### config.mk
export PLATFORM = sky130hd
export DESIGN_NAME = adaptive_threshold_step_detector
export DESIGN_NICKNAME = d
export VERILOG_FILES = /design/src/atsd_pkg.sv /design/src/atsd_ram.sv /design/src/atsd_div.sv /design/src/atsd_ctrl.sv /design/src/atsd_dp.sv /design/src/adaptive_threshold_step_detector.sv
export VERILOG_INCLUDE_DIRS = /design/src /design/src/src
export SDC_FILE = /design/constraint.sdc
export NUM_CORES = 1
export LEC_CHECK = 0
export BUFFER_PORTS_ARGS = -buffer_cell sky130_fd_sc_hd__buf_2
export CORE_MARGIN = 4
export CORE_UTILIZATION = 62
export CTS_CLUSTER_SIZE = 40
export DETAILED_ROUTE_END_ITERATION = 10
export PLACE_DENSITY = 0.87
export SLEW_MARGIN = 20
export SYNTH_ARGS = -nofsm -noshare
export SYNTH_HDL_FRONTEND = slang
export SYNTH_SLANG_ARGS = --single-unit
### constraint.sdc
create_clock -name clk -period 9.3 [get_ports clk]
set_input_delay 0.93 -clock clk [delete_from_list [all_inputs] [get_ports clk]]
set_output_delay 0.93 -clock clk [all_outputs]
set_load 0.05 [all_outputs]
### src/assert_macros.svh
// Shared assertion macros for the step detector.
`ifndef ASSERT_MACROS_SVH
`define ASSERT_MACROS_SVH

// Condition holds on every clock edge outside reset.
`define ATSD_ASSERT(lbl, clk, rst_n, prop) \
	lbl: assert property (@(posedge clk) disable iff (!rst_n) (prop)) \
		else $error("atsd assertion failed");

// Antecedent implies consequent in the same cycle.
`define ATSD_ASSERT_IMP(lbl, clk, rst_n, ante, cons) \
	lbl: assert property (@(posedge clk) disable iff (!rst_n) (ante) |-> (cons)) \
		else $error("atsd assertion failed");

// Antecedent implies consequent in the next cycle.
`define ATSD_ASSERT_NXT(lbl, clk, rst_n, ante, cons) \
	lbl: assert property (@(posedge clk) disable iff (!rst_n) (ante) |=> (cons)) \
		else $error("atsd assertion failed");

`endif

### src/atsd_pkg.sv
package atsd_pkg;

	// Field widths
	localparam int SAMPLE_W  = 16;
	localparam int CFG_W     = 16;
	localparam int GAP_W     = 16;
	localparam int COUNT_W   = 24;
	localparam int DIST_W    = 23;
	localparam int CFG_IDX_W = 1;

	localparam int WINDOW_SIZE_DEF = 16;

	localparam logic [COUNT_W-1:0] STEP_MAX = {COUNT_W{1'b1}};
	localparam logic [GAP_W-1:0]   GAP_MAX  = {GAP_W{1'b1}};

	// Register indexes
	localparam logic [CFG_IDX_W-1:0] REG_SCALE  = 1'd0;
	localparam logic [CFG_IDX_W-1:0] REG_OFFSET = 1'd1;

	localparam logic [CFG_W-1:0] SCALE_RESET  = 16'd4000;
	localparam logic [CFG_W-1:0] OFFSET_RESET = 16'd3;

	// Commands from the controller to the datapath
	typedef struct packed {
		logic load_item;
		logic update_sum;
		logic latch_mean;
		logic start_thr;
		logic commit;
	} cmd_t;

	// Status from the datapath to the controller
	typedef struct packed {
		logic div_busy;
		logic out_free;
	} sts_t;

endpackage

### src/atsd_ram.sv
module atsd_ram #(
	parameter int WIDTH = 16,
	parameter int DEPTH = 16
) (
	input  logic                     clk,
	input  logic                     we,
	input  logic [$clog2(DEPTH)-1:0] waddr,
	input  logic [WIDTH-1:0]         wdata,
	input  logic                     re,
	input  logic [$clog2(DEPTH)-1:0] raddr,
	output logic [WIDTH-1:0]         rdata
);

	logic [WIDTH-1:0] mem_q [DEPTH];
	logic [WIDTH-1:0] rdata_q;

	// Write port
	always_ff @(posedge clk) begin
		if (we) begin
			mem_q[waddr] <= wdata;
		end
	end

	// Registered read port
	always_ff @(posedge clk) begin
		if (re) begin
			rdata_q <= mem_q[raddr];
		end
	end

	assign rdata = rdata_q;

endmodule

### src/atsd_div.sv
module atsd_div #(
	parameter int W = 20
) (
	input  logic         clk,
	input  logic         arst_n,
	input  logic         start,
	input  logic [W-1:0] dividend,
	input  logic [W-1:0] divisor,
	output logic         busy,
	output logic [W-1:0] quotient
);

	localparam int CW = $clog2(W + 1);

	logic [W-1:0]  quo_q;
	logic [W-1:0]  rem_q;
	logic [W-1:0]  dvs_q;
	logic [CW-1:0] cnt_q;
	logic          busy_q;

	logic [W:0]    shifted;
	logic [W+1:0]  diff;
	logic          borrow;

	// One restoring step: shift in the next dividend bit and trial subtract
	always_comb begin
		shifted = {rem_q, quo_q[W-1]};
		diff    = {1'b0, shifted} - {2'b00, dvs_q};
		borrow  = diff[W+1];
	end

	// Control: count down one quotient bit per cycle
	always_ff @(posedge clk or negedge arst_n) begin
		if (!arst_n) begin
			busy_q <= 1'b0;
			cnt_q  <= '0;
		end else if (start) begin
			busy_q <= 1'b1;
			cnt_q  <= CW'(W);
		end else if (busy_q) begin
			cnt_q <= cnt_q - CW'(1);
			if (cnt_q == CW'(1)) begin
				busy_q <= 1'b0;
			end
		end
	end

	// Datapath: partial remainder and quotient shift register
	always_ff @(posedge clk) begin
		if (start) begin
			quo_q <= dividend;
			rem_q <= '0;
			dvs_q <= divisor;
		end else if (busy_q) begin
			rem_q <= borrow ? shifted[W-1:0] : diff[W-1:0];
			quo_q <= {quo_q[W-2:0], ~borrow};
		end
	end

	assign busy     = busy_q;
	assign quotient = quo_q;

endmodule

### src/atsd_ctrl.sv
`include "assert_macros.svh"

module atsd_ctrl import atsd_pkg::*; (
	input  logic clk,
	input  logic arst_n,
	input  logic in_valid,
	output logic in_stall,
	output cmd_t cmd,
	input  sts_t sts
);

	typedef enum logic [4:0] {
		ST_IDLE   = 5'b00001,
		ST_READ   = 5'b00010,
		ST_MEAN   = 5'b00100,
		ST_DTHR   = 5'b01000,
		ST_DECIDE = 5'b10000
	} state_t;

	state_t state_q;
	state_t state_d;

	// Sequence one transaction through the datapath
	always_comb begin
		state_d = state_q;
		cmd     = '0;
		case (state_q)
			ST_IDLE: begin
				if (in_valid) begin
					cmd.load_item = 1'b1;
					state_d       = ST_READ;
				end
			end
			ST_READ: begin
				cmd.update_sum = 1'b1;
				state_d        = ST_MEAN;
			end
			ST_MEAN: begin
				cmd.latch_mean = 1'b1;
				cmd.start_thr  = 1'b1;
				state_d        = ST_DTHR;
			end
			ST_DTHR: begin
				if (!sts.div_busy) begin
					state_d = ST_DECIDE;
				end
			end
			ST_DECIDE: begin
				if (sts.out_free) begin
					cmd.commit = 1'b1;
					state_d    = ST_IDLE;
				end
			end
			default: begin
				state_d = ST_IDLE;
			end
		endcase
	end

	always_ff @(posedge clk or negedge arst_n) begin
		if (!arst_n) begin
			state_q <= ST_IDLE;
		end else begin
			state_q <= state_d;
		end
	end

	assign in_stall = (state_q != ST_IDLE);

	`ATSD_ASSERT_NXT(a_accept_reads, clk, arst_n, in_valid && !in_stall, state_q == ST_READ)
	`ATSD_ASSERT_NXT(a_decide_holds, clk, arst_n, (state_q == ST_DECIDE) && !sts.out_free, state_q == ST_DECIDE)

endmodule

### src/atsd_dp.sv
`include "assert_macros.svh"

module atsd_dp import atsd_pkg::*; #(
	parameter int WINDOW_SIZE = WINDOW_SIZE_DEF
) (
	input  logic                       clk,
	input  logic                       arst_n,
	input  logic                       cfg_we,
	input  logic [CFG_IDX_W-1:0]       cfg_index,
	input  logic [CFG_W-1:0]           cfg_data,
	input  logic signed [SAMPLE_W-1:0] accel_z,
	input  logic                       clear_counts,
	input  logic                       out_stall,
	output logic                       out_valid,
	output logic                       step_detected,
	output logic [COUNT_W-1:0]         step_count,
	output logic [DIST_W-1:0]          distance,
	output logic signed [SAMPLE_W-1:0] mean_z,
	input  cmd_t                       cmd,
	output sts_t                       sts
);

	localparam int PW         = $clog2(WINDOW_SIZE);
	localparam int SUM_W      = SAMPLE_W + PW;
	localparam int LAST       = WINDOW_SIZE - 1;
	localparam int MEAN_SHIFT = SUM_W + PW;
	localparam int PROD_W     = 2 * SUM_W + 1;
	// Rounded-up reciprocal of the window size, exact for any SUM_W-bit magnitude
	localparam logic [SUM_W:0] RECIP = (SUM_W+1)'(((64'd1 << MEAN_SHIFT)
		+ 64'(WINDOW_SIZE - 1)) / 64'(WINDOW_SIZE));

	// Configuration
	logic [CFG_W-1:0] scale_q;
	logic [CFG_W-1:0] offset_q;

	// Item and detector state
	logic signed [SAMPLE_W-1:0] sample_q;
	logic                       clear_q;
	logic [PW-1:0]              wptr_q;
	logic                       wrapped_q;
	logic signed [SUM_W-1:0]    sum_q;
	logic signed [SAMPLE_W-1:0] peak_q;
	logic                       seeded_q;
	logic [GAP_W-1:0]           gap_q;
	logic [COUNT_W-1:0]         count_q;
	logic [DIST_W-1:0]          dist_q;
	logic [2:0]                 rem5_q;
	logic signed [SAMPLE_W-1:0] mean_q;

	// Output register
	logic                       out_valid_q;
	logic                       step_q;
	logic [COUNT_W-1:0]         count_out_q;
	logic [DIST_W-1:0]          dist_out_q;
	logic signed [SAMPLE_W-1:0] mean_out_q;

	logic [SAMPLE_W-1:0] ram_rdata;
	logic [SAMPLE_W-1:0] old_sample;
	logic [SUM_W-1:0]    sum_mag;
	logic [PROD_W-1:0]   mean_prod;
	logic [CFG_W-1:0]    div_quo;
	logic                div_busy;
	logic [SAMPLE_W:0]   qm;
	logic [SAMPLE_W:0]   qs;
	logic [GAP_W:0]      thr;
	logic signed [SAMPLE_W+1:0] peak_drop;
	logic                step;
	logic                count_inc;
	logic [COUNT_W-1:0]  count_next;
	logic [DIST_W-1:0]   dist_next;
	logic [2:0]          rem5_next;
	logic [3:0]          rem5_sum;
	logic signed [SAMPLE_W-1:0] peak_next;
	logic [GAP_W-1:0]    gap_next;

	// Configuration writes
	always_ff @(posedge clk or negedge arst_n) begin
		if (!arst_n) begin
			scale_q  <= SCALE_RESET;
			offset_q <= OFFSET_RESET;
		end else if (cfg_we) begin
			case (cfg_index)
				REG_SCALE:  scale_q  <= cfg_data;
				REG_OFFSET: offset_q <= cfg_data;
				default: ;
			endcase
		end
	end

	// Window store
	atsd_ram #(
		.WIDTH(SAMPLE_W),
		.DEPTH(WINDOW_SIZE)
	) u_window (
		.clk   (clk),
		.we    (cmd.update_sum),
		.waddr (wptr_q),
		.wdata (sample_q),
		.re    (cmd.load_item),
		.raddr (wptr_q),
		.rdata (ram_rdata)
	);

	// Slots read as zero until the pointer has wrapped once
	assign old_sample = wrapped_q ? ram_rdata : '0;

	// Average: scale the magnitude by the reciprocal, then restore the sign
	// (truncation toward zero)
	always_comb begin
		sum_mag   = sum_q[SUM_W-1] ? SUM_W'(-sum_q) : SUM_W'(sum_q);
		mean_prod = PROD_W'(sum_mag) * PROD_W'(RECIP);
		qm        = mean_prod[MEAN_SHIFT +: SAMPLE_W + 1];
		qs        = sum_q[SUM_W-1] ? (~qm + 1'b1) : qm;
	end

	// Serial divider for the threshold quotient
	atsd_div #(
		.W(CFG_W)
	) u_div (
		.clk      (clk),
		.arst_n   (arst_n),
		.start    (cmd.start_thr),
		.dividend (scale_q),
		.divisor  (gap_q),
		.busy     (div_busy),
		.quotient (div_quo)
	);

	// Threshold compare and next state of the detector
	always_comb begin
		thr       = {1'b0, div_quo} + {1'b0, offset_q};
		peak_drop = {{2{peak_q[SAMPLE_W-1]}}, peak_q} - {{2{mean_q[SAMPLE_W-1]}}, mean_q};
		step      = peak_drop >= $signed({1'b0, thr});
		count_inc = step && (count_q != STEP_MAX);
		count_next = count_inc ? count_q + 1'b1 : count_q;
		rem5_sum  = {1'b0, rem5_q} + 4'd2;
		if (!count_inc) begin
			rem5_next = rem5_q;
			dist_next = dist_q;
		end else if (rem5_sum >= 4'd5) begin
			rem5_next = 3'(rem5_sum - 4'd5);
			dist_next = dist_q + 1'b1;
		end else begin
			rem5_next = rem5_sum[2:0];
			dist_next = dist_q;
		end
		if (step) begin
			peak_next = mean_q;
			gap_next  = GAP_W'(1);
		end else begin
			peak_next = (mean_q > peak_q) ? mean_q : peak_q;
			gap_next  = (gap_q != GAP_MAX) ? gap_q + 1'b1 : gap_q;
		end
	end

	// Hold the sample of the current transaction
	always_ff @(posedge clk) begin
		if (cmd.load_item) begin
			sample_q <= accel_z;
			clear_q  <= clear_counts;
		end
		if (cmd.latch_mean) begin
			mean_q <= qs[SAMPLE_W-1:0];
		end
	end

	// Detector state
	always_ff @(posedge clk or negedge arst_n) begin
		if (!arst_n) begin
			wptr_q    <= '0;
			wrapped_q <= 1'b0;
			sum_q     <= '0;
			peak_q    <= '0;
			seeded_q  <= 1'b0;
			gap_q     <= GAP_W'(1);
			count_q   <= '0;
			dist_q    <= '0;
			rem5_q    <= '0;
		end else if (cmd.update_sum) begin
			sum_q <= sum_q - {{PW{old_sample[SAMPLE_W-1]}}, old_sample}
				+ {{PW{sample_q[SAMPLE_W-1]}}, sample_q};
			if (wptr_q == PW'(LAST)) begin
				wptr_q    <= '0;
				wrapped_q <= 1'b1;
			end else begin
				wptr_q <= wptr_q + 1'b1;
			end
			if (!seeded_q) begin
				peak_q   <= sample_q;
				seeded_q <= 1'b1;
			end
			if (clear_q) begin
				count_q <= '0;
				dist_q  <= '0;
				rem5_q  <= '0;
			end
		end else if (cmd.commit) begin
			count_q <= count_next;
			dist_q  <= dist_next;
			rem5_q  <= rem5_next;
			peak_q  <= peak_next;
			gap_q   <= gap_next;
		end
	end

	// Output register: load on commit, drop once taken
	always_ff @(posedge clk or negedge arst_n) begin
		if (!arst_n) begin
			out_valid_q <= 1'b0;
		end else if (cmd.commit) begin
			out_valid_q <= 1'b1;
		end else if (!out_stall) begin
			out_valid_q <= 1'b0;
		end
	end

	always_ff @(posedge clk) begin
		if (cmd.commit) begin
			step_q      <= step;
			count_out_q <= count_next;
			dist_out_q  <= dist_next;
			mean_out_q  <= mean_q;
		end
	end

	assign sts.div_busy  = div_busy;
	assign sts.out_free  = !out_valid_q || !out_stall;
	assign out_valid     = out_valid_q;
	assign step_detected = step_q;
	assign step_count    = count_out_q;
	assign distance      = dist_out_q;
	assign mean_z        = mean_out_q;

	`ATSD_ASSERT(a_rem5_range, clk, arst_n, rem5_q < 3'd5)
	`ATSD_ASSERT(a_gap_nonzero, clk, arst_n, gap_q != '0)
	`ATSD_ASSERT_IMP(a_commit_ready, clk, arst_n, cmd.commit, sts.out_free && !div_busy)

endmodule

### src/adaptive_threshold_step_detector.sv
// Peak-drop step detector: each accepted transaction carries one vertical
// acceleration sample, which enters a moving-average window of WINDOW_SIZE
// entries; a step counts when the largest average since the last step has
// fallen by threshold_scale / gap + threshold_offset, and every transaction
// returns one result with the step flag, the saturating step count, the
// distance floor(count * 2 / 5) and the current average. One transaction
// at a time is processed: the next one is taken once the result of the
// last has been committed. The average comes from a combinational
// reciprocal multiplication; the bit-serial divider forms the threshold.
// The result sits in an output register, so a new transaction is accepted
// while the previous result still waits to be taken; the following result
// then waits at its decide step until that register frees up. Write the two
// configuration registers only while the block is idle.
module adaptive_threshold_step_detector import atsd_pkg::*; #(
	parameter int WINDOW_SIZE = WINDOW_SIZE_DEF
) (
	input  logic                       clk,
	input  logic                       arst_n,
	input  logic                       cfg_we,
	input  logic [CFG_IDX_W-1:0]       cfg_index,
	input  logic [CFG_W-1:0]           cfg_data,
	input  logic                       in_valid,
	output logic                       in_stall,
	input  logic signed [SAMPLE_W-1:0] accel_z,
	input  logic                       clear_counts,
	output logic                       out_valid,
	input  logic                       out_stall,
	output logic                       step_detected,
	output logic [COUNT_W-1:0]         step_count,
	output logic [DIST_W-1:0]          distance,
	output logic signed [SAMPLE_W-1:0] mean_z
);

	cmd_t cmd;
	sts_t sts;

	atsd_ctrl u_ctrl (
		.clk      (clk),
		.arst_n   (arst_n),
		.in_valid (in_valid),
		.in_stall (in_stall),
		.cmd      (cmd),
		.sts      (sts)
	);

	atsd_dp #(
		.WINDOW_SIZE(WINDOW_SIZE)
	) u_dp (
		.clk           (clk),
		.arst_n        (arst_n),
		.cfg_we        (cfg_we),
		.cfg_index     (cfg_index),
		.cfg_data      (cfg_data),
		.accel_z       (accel_z),
		.clear_counts  (clear_counts),
		.out_stall     (out_stall),
		.out_valid     (out_valid),
		.step_detected (step_detected),
		.step_count    (step_count),
		.distance      (distance),
		.mean_z        (mean_z),
		.cmd           (cmd),
		.sts           (sts)
	);

endmodule

==> parameters.txt <==
Parameter                              Value

Clocking
  Total of hold buffers inserted after clock tree synthesis ... 0
  Post-cts gate resize count ... 0
  Clk slew on worst S/H paths ... 0.06 ns
  Num CTS Buffers ... 56
  Count of buffers added by post-CTS timing repair for setup ... 0
  Depth of the CTS H-tree ... 2
  Skew-Pair Late Insertion Delay ... 0.64 ns
  Root Buffer Master ... sky130_fd_sc_hd__clkbuf_16
  TritonCTS clock tree ... built
  Number of buffers on the longest clock path ... 3
  Clock sink total ... 569

Final layout
  Share of final-layout standard cells stronger than drive strength 1 ... 16.5%
  Final Instance Count excl. Fillers ... 2840
  NumNets Final ... 2369
  Area Overhead vs Synth ... 10.8%

Setup path
  FF-to-FF path depth ... 21
  Data required, critical path ... 9.81 ns
  Worst path slowest cell ... sky130_fd_sc_hd__and2_1
  Critical path class ... register to register
  Crit. path cell count ... 21
  Peak per-stage delay on the critical path ... 0.73 ns
  Startpoint type of the worst setup path ... register
  Worst-path maximum fanout ... 48
  Top cell family by delay on the critical path ... compound AO/OA/AOI/OAI gates
  CP Data Arrival Time ... 6.28 ns
  Kind of end point of the critical path ... register
  Worst-path cell chain ... inv_1 -> ha_1 -> inv_1 -> fa_1 -> a211oi_1 -> o21ai_0 -> a31oi_1 -> nand2b_1 -> o21ai_0 -> a21oi_1 -> o21ai_0 -> xor2_1 -> ha_1 -> o21a_1 -> nor2_1 -> a311o_1 -> nor4b_4 -> buf_4 -> and2_1 -> nand2_1 -> o31ai_1
  Bufs and invs on worst path ... 3
  Cell seen most often among critical-path stages ... sky130_fd_sc_hd__o21ai_0

Detailed routing
  DRC ... 0
  Wire length reported by the detailed router ... 62800 um
  Post-DR vias/cell ... 6.34
  Starting DRC count in detailed routing ... 1733
  Detailed-router iteration count before antenna repair ... 8
  Via total after detailed routing ... 18017
  Average routed wire per standard cell ... 22.1 um
  Antenna-violating nets left ... 0

Global routing
  Remaining global-route overflow ... 0
  GRT Resource Usage Total ... 26.4%
  Antenna violations before repair ... 1
  Global-route wire length before repair ... 99000 um
  Largest net degree at the start of global routing ... 77
  Vias in the first global route ... 18081

Synth
  Post-synthesis share of cell area spent on and, or, nand and nor gates ... 9.51%
  Portion of netlist area occupied by mux cells ... 8.38%
  Net count after synthesis ... 2275
  Number of synthesized register bits ... 569
  Count of unique library cells instantiated by Yosys ... 79
  Largest family of logic cells by synthesized area ... compound AO/OA/AOI/OAI gates
  Proportion of register bits with asynchronous set or reset after synthesis ... 26.7%
  Synth Warn # ... 0
  Synthesized-area fraction occupied by adder cells ... 6.13%
  Mapped Avg Cell Area ... 13.0 sq um
  Fraction of the mapped netlist area in compound gates ... 9.73%
  Cells after synthesis ... 2115
  Netlist area before placement ... 27500 sq um
  Number of enable flip-flop cells after synthesis ... 401
  Sequential share of the synthesized area ... 58.8%
  Synth Flop Type ... sky130_fd_sc_hd__edfxtp_1
  Xor and xnor area share after synthesis ... 4.17%

Timing
  Setup WS post-layout ... 3.52 ns
  Final setup vio count ... 0
  Fmax achieved ... 0.173 GHz
  Post-layout minimum cycle time ... 5.78 ns
  Share of the cycle needed by the critical path after routing ... 62.1%
  Setup repair after global routing missed its margin ... false
  Max-slew violation count ... 0
  Worst-case headroom to the max-slew limit ... 22.9%
  Worst slew pin tran ... 1.16 ns
  Setup TNS ... 0 ns
  Maximum clock skew at final layout ... 0.0258 ns
  Final-report hold violation count ... 0

Die
  DIE HEIGHT ... 219 um
  Effective utilization at floorplan ... 63.3%
  Die area ... 47800 sq um
  Core ar. ... 43500 sq um
  Count of boundary I/O pins ... 105
  Site row count ... 76
  Floorplan die width ... 219 um

Placed design
  Worst slack at placement ... 3.40 ns
  HPWL reported at the end of detailed placement ... 39100 um
  Cell total after placement ... 2736
  IO buf count ... 104
  Placer's final routability congestion estimate ... 0.905

Status
  Result of the run ... completed

Power
  Peak supply drop ... 0.000201 V
  Power, Total ... 9880 uW
  Static leakage ... 0.0117 uW
  Power per unit of standard cell area ... 324 nW/um^2

Job
  Max Cap Violations ... 0

Min path
  Worst hold path class ... input port to asynchronous set/reset pin
-- worst paths after layout --
check / from / endpoint / slack, ns
max in group asynchronous: arst_n / u_dp.count_q[15] / 7.29
worst min-delay path: arst_n / u_dp.offset_q[13] / 0.29
min in group clk: accel_z[15] / u_dp.sample_q[15] / 0.47
worst max-delay path: u_dp.peak_q[0] / u_dp.count_q[2] / 3.52
worst min register to register: u_dp.mean_q[6] / u_dp.mean_z[6] / 0.49
worst max register to register: u_dp.peak_q[0] / u_dp.count_q[2] / 3.52
-- sequential cells by signal (all words and copies together), names as in the netlist, 20 cells and up --
signal,cells
u_dp.count_q,24
u_dp.step_count,24
u_dp.u_window.mem_q,256
u_dp.distance,23
u_dp.sum_q,20
u_dp.dist_q,23
-- report_power, final --
part | switching, uW | leakage (uW) | internal [uW]
logic | 2240 | 0.00507 | 1590
registers | 485 | 0.00572 | 3290
clock network | 992 | 0.000905 | 1290
-- cells in the final DEF (no fill, tap or decap), types with 45 or more instances in the layout --
master	n
sky130_fd_sc_hd__xnor2_1	86
sky130_fd_sc_hd__dfrtp_1	138
sky130_fd_sc_hd__buf_2	103
sky130_fd_sc_hd__edfxtp_1	401
sky130_fd_sc_hd__clkbuf_16	56
sky130_fd_sc_hd__nand2_1	171
sky130_fd_sc_hd__nor2_1	98
sky130_fd_sc_hd__xor2_1	45
sky130_fd_sc_hd__ha_1	98
sky130_fd_sc_hd__inv_1	141
sky130_fd_sc_hd__a21oi_1	88
sky130_fd_sc_hd__mux4_2	80
sky130_fd_sc_hd__o21ai_0	110
-- Yosys cell counts, drive strengths merged, types with 8 or more instances --
library cell | number | area [sq um]
mux4 | 80 | 1800
a21oi | 89 | 445
and3 | 38 | 240
o21ai | 114 | 571
o211ai | 8 | 60.1
edfxtp | 401 | 12000
nand3 | 45 | 230
inv | 143 | 537
nand4 | 19 | 119
fa | 23 | 460
xor2 | 45 | 394
o21bai | 9 | 67.6
buf | 22 | 105
nor2b | 14 | 87.6
a41oi | 14 | 123
or3 | 13 | 87.6
dfrtp | 142 | 3550
dfxtp | 16 | 320
ha | 98 | 1230
nand2b | 18 | 120
o32a | 15 | 150
o21a | 25 | 188
o41ai | 11 | 96.3
nor2 | 99 | 372
and2 | 36 | 225
mux2i | 12 | 120
a31oi | 20 | 125
a211oi | 14 | 105
nand2 | 172 | 646
nor3 | 37 | 185
nor4 | 8 | 50.1
dfstp | 10 | 263
o31ai | 20 | 150
xnor2 | 86 | 753
a21o | 18 | 135
mux2 | 34 | 383
clkbuf | 65 | 244
-- per-layer routing --
| layer | vias up | part of all wire, % | GRT usage (%) |
|---|---|---|---|
| li1 | 8071 | - | - |
| met1 | 8962 | 39 | 34.2 |
| met2 | 841 | 52 | 46.4 |
| met3 | 143 | 6.3 | 3.93 |
| met4 | 0 | 2.8 | 8.41 |
| met5 | - | 0 | 0 |
-- area by class of cell --
cell class,count,area (sq um)
clock inverter,37,389
fill,2762,13000
timing repair buffer,124,677
inverter,143,538
multi-input combinational,1315,10500
clock buffer,66,1480
antenna,1,2.50
sequential,569,16200
tap,585,732
-- metrics by stage --
stage	utilization [%]	hold slack, ns	cell area, sq um
after CTS	70.1	0.275	30500
final	70.1	0.287	30500
after global routing	70.1	0.306	30500
after global placement	65.8	0.465	28600
after floorplan	-	0.447	27500
after detailed placement	65.8	0.469	28600
-- worst reg2reg max path, cell delays in order, from the launching register on --
cell and delay [ns]:
sky130_fd_sc_hd__dfrtp_1 0.38, sky130_fd_sc_hd__inv_1 0.06, sky130_fd_sc_hd__ha_1 0.19, sky130_fd_sc_hd__inv_1 0.07, sky130_fd_sc_hd__fa_1 0.43, sky130_fd_sc_hd__a211oi_1 0.35, sky130_fd_sc_hd__o21ai_0 0.18, sky130_fd_sc_hd__a31oi_1 0.33
sky130_fd_sc_hd__nand2b_1 0.17, sky130_fd_sc_hd__o21ai_0 0.09, sky130_fd_sc_hd__a21oi_1 0.21, sky130_fd_sc_hd__o21ai_0 0.14, sky130_fd_sc_hd__xor2_1 0.17, sky130_fd_sc_hd__ha_1 0.29, sky130_fd_sc_hd__o21a_1 0.10, sky130_fd_sc_hd__nor2_1 0.04
sky130_fd_sc_hd__a311o_1 0.35, sky130_fd_sc_hd__nor4b_4 0.25, sky130_fd_sc_hd__buf_4 0.48, sky130_fd_sc_hd__and2_1 0.79, sky130_fd_sc_hd__nand2_1 0.24, sky130_fd_sc_hd__o31ai_1 0.37
-- logic make-up (layout without fill, tap and decap cells) --
logic type,after synthesis,in the layout
muxes,126,126
and+or+nand+nor,530,530
adders and majority gates,121,121
DFF,569,569
other,0,1
buffers and inverters,231,370
AOI/OAI and AO/OA,407,407
xor gates and xnor gates,131,131
(Power assumes the default switching activity.)
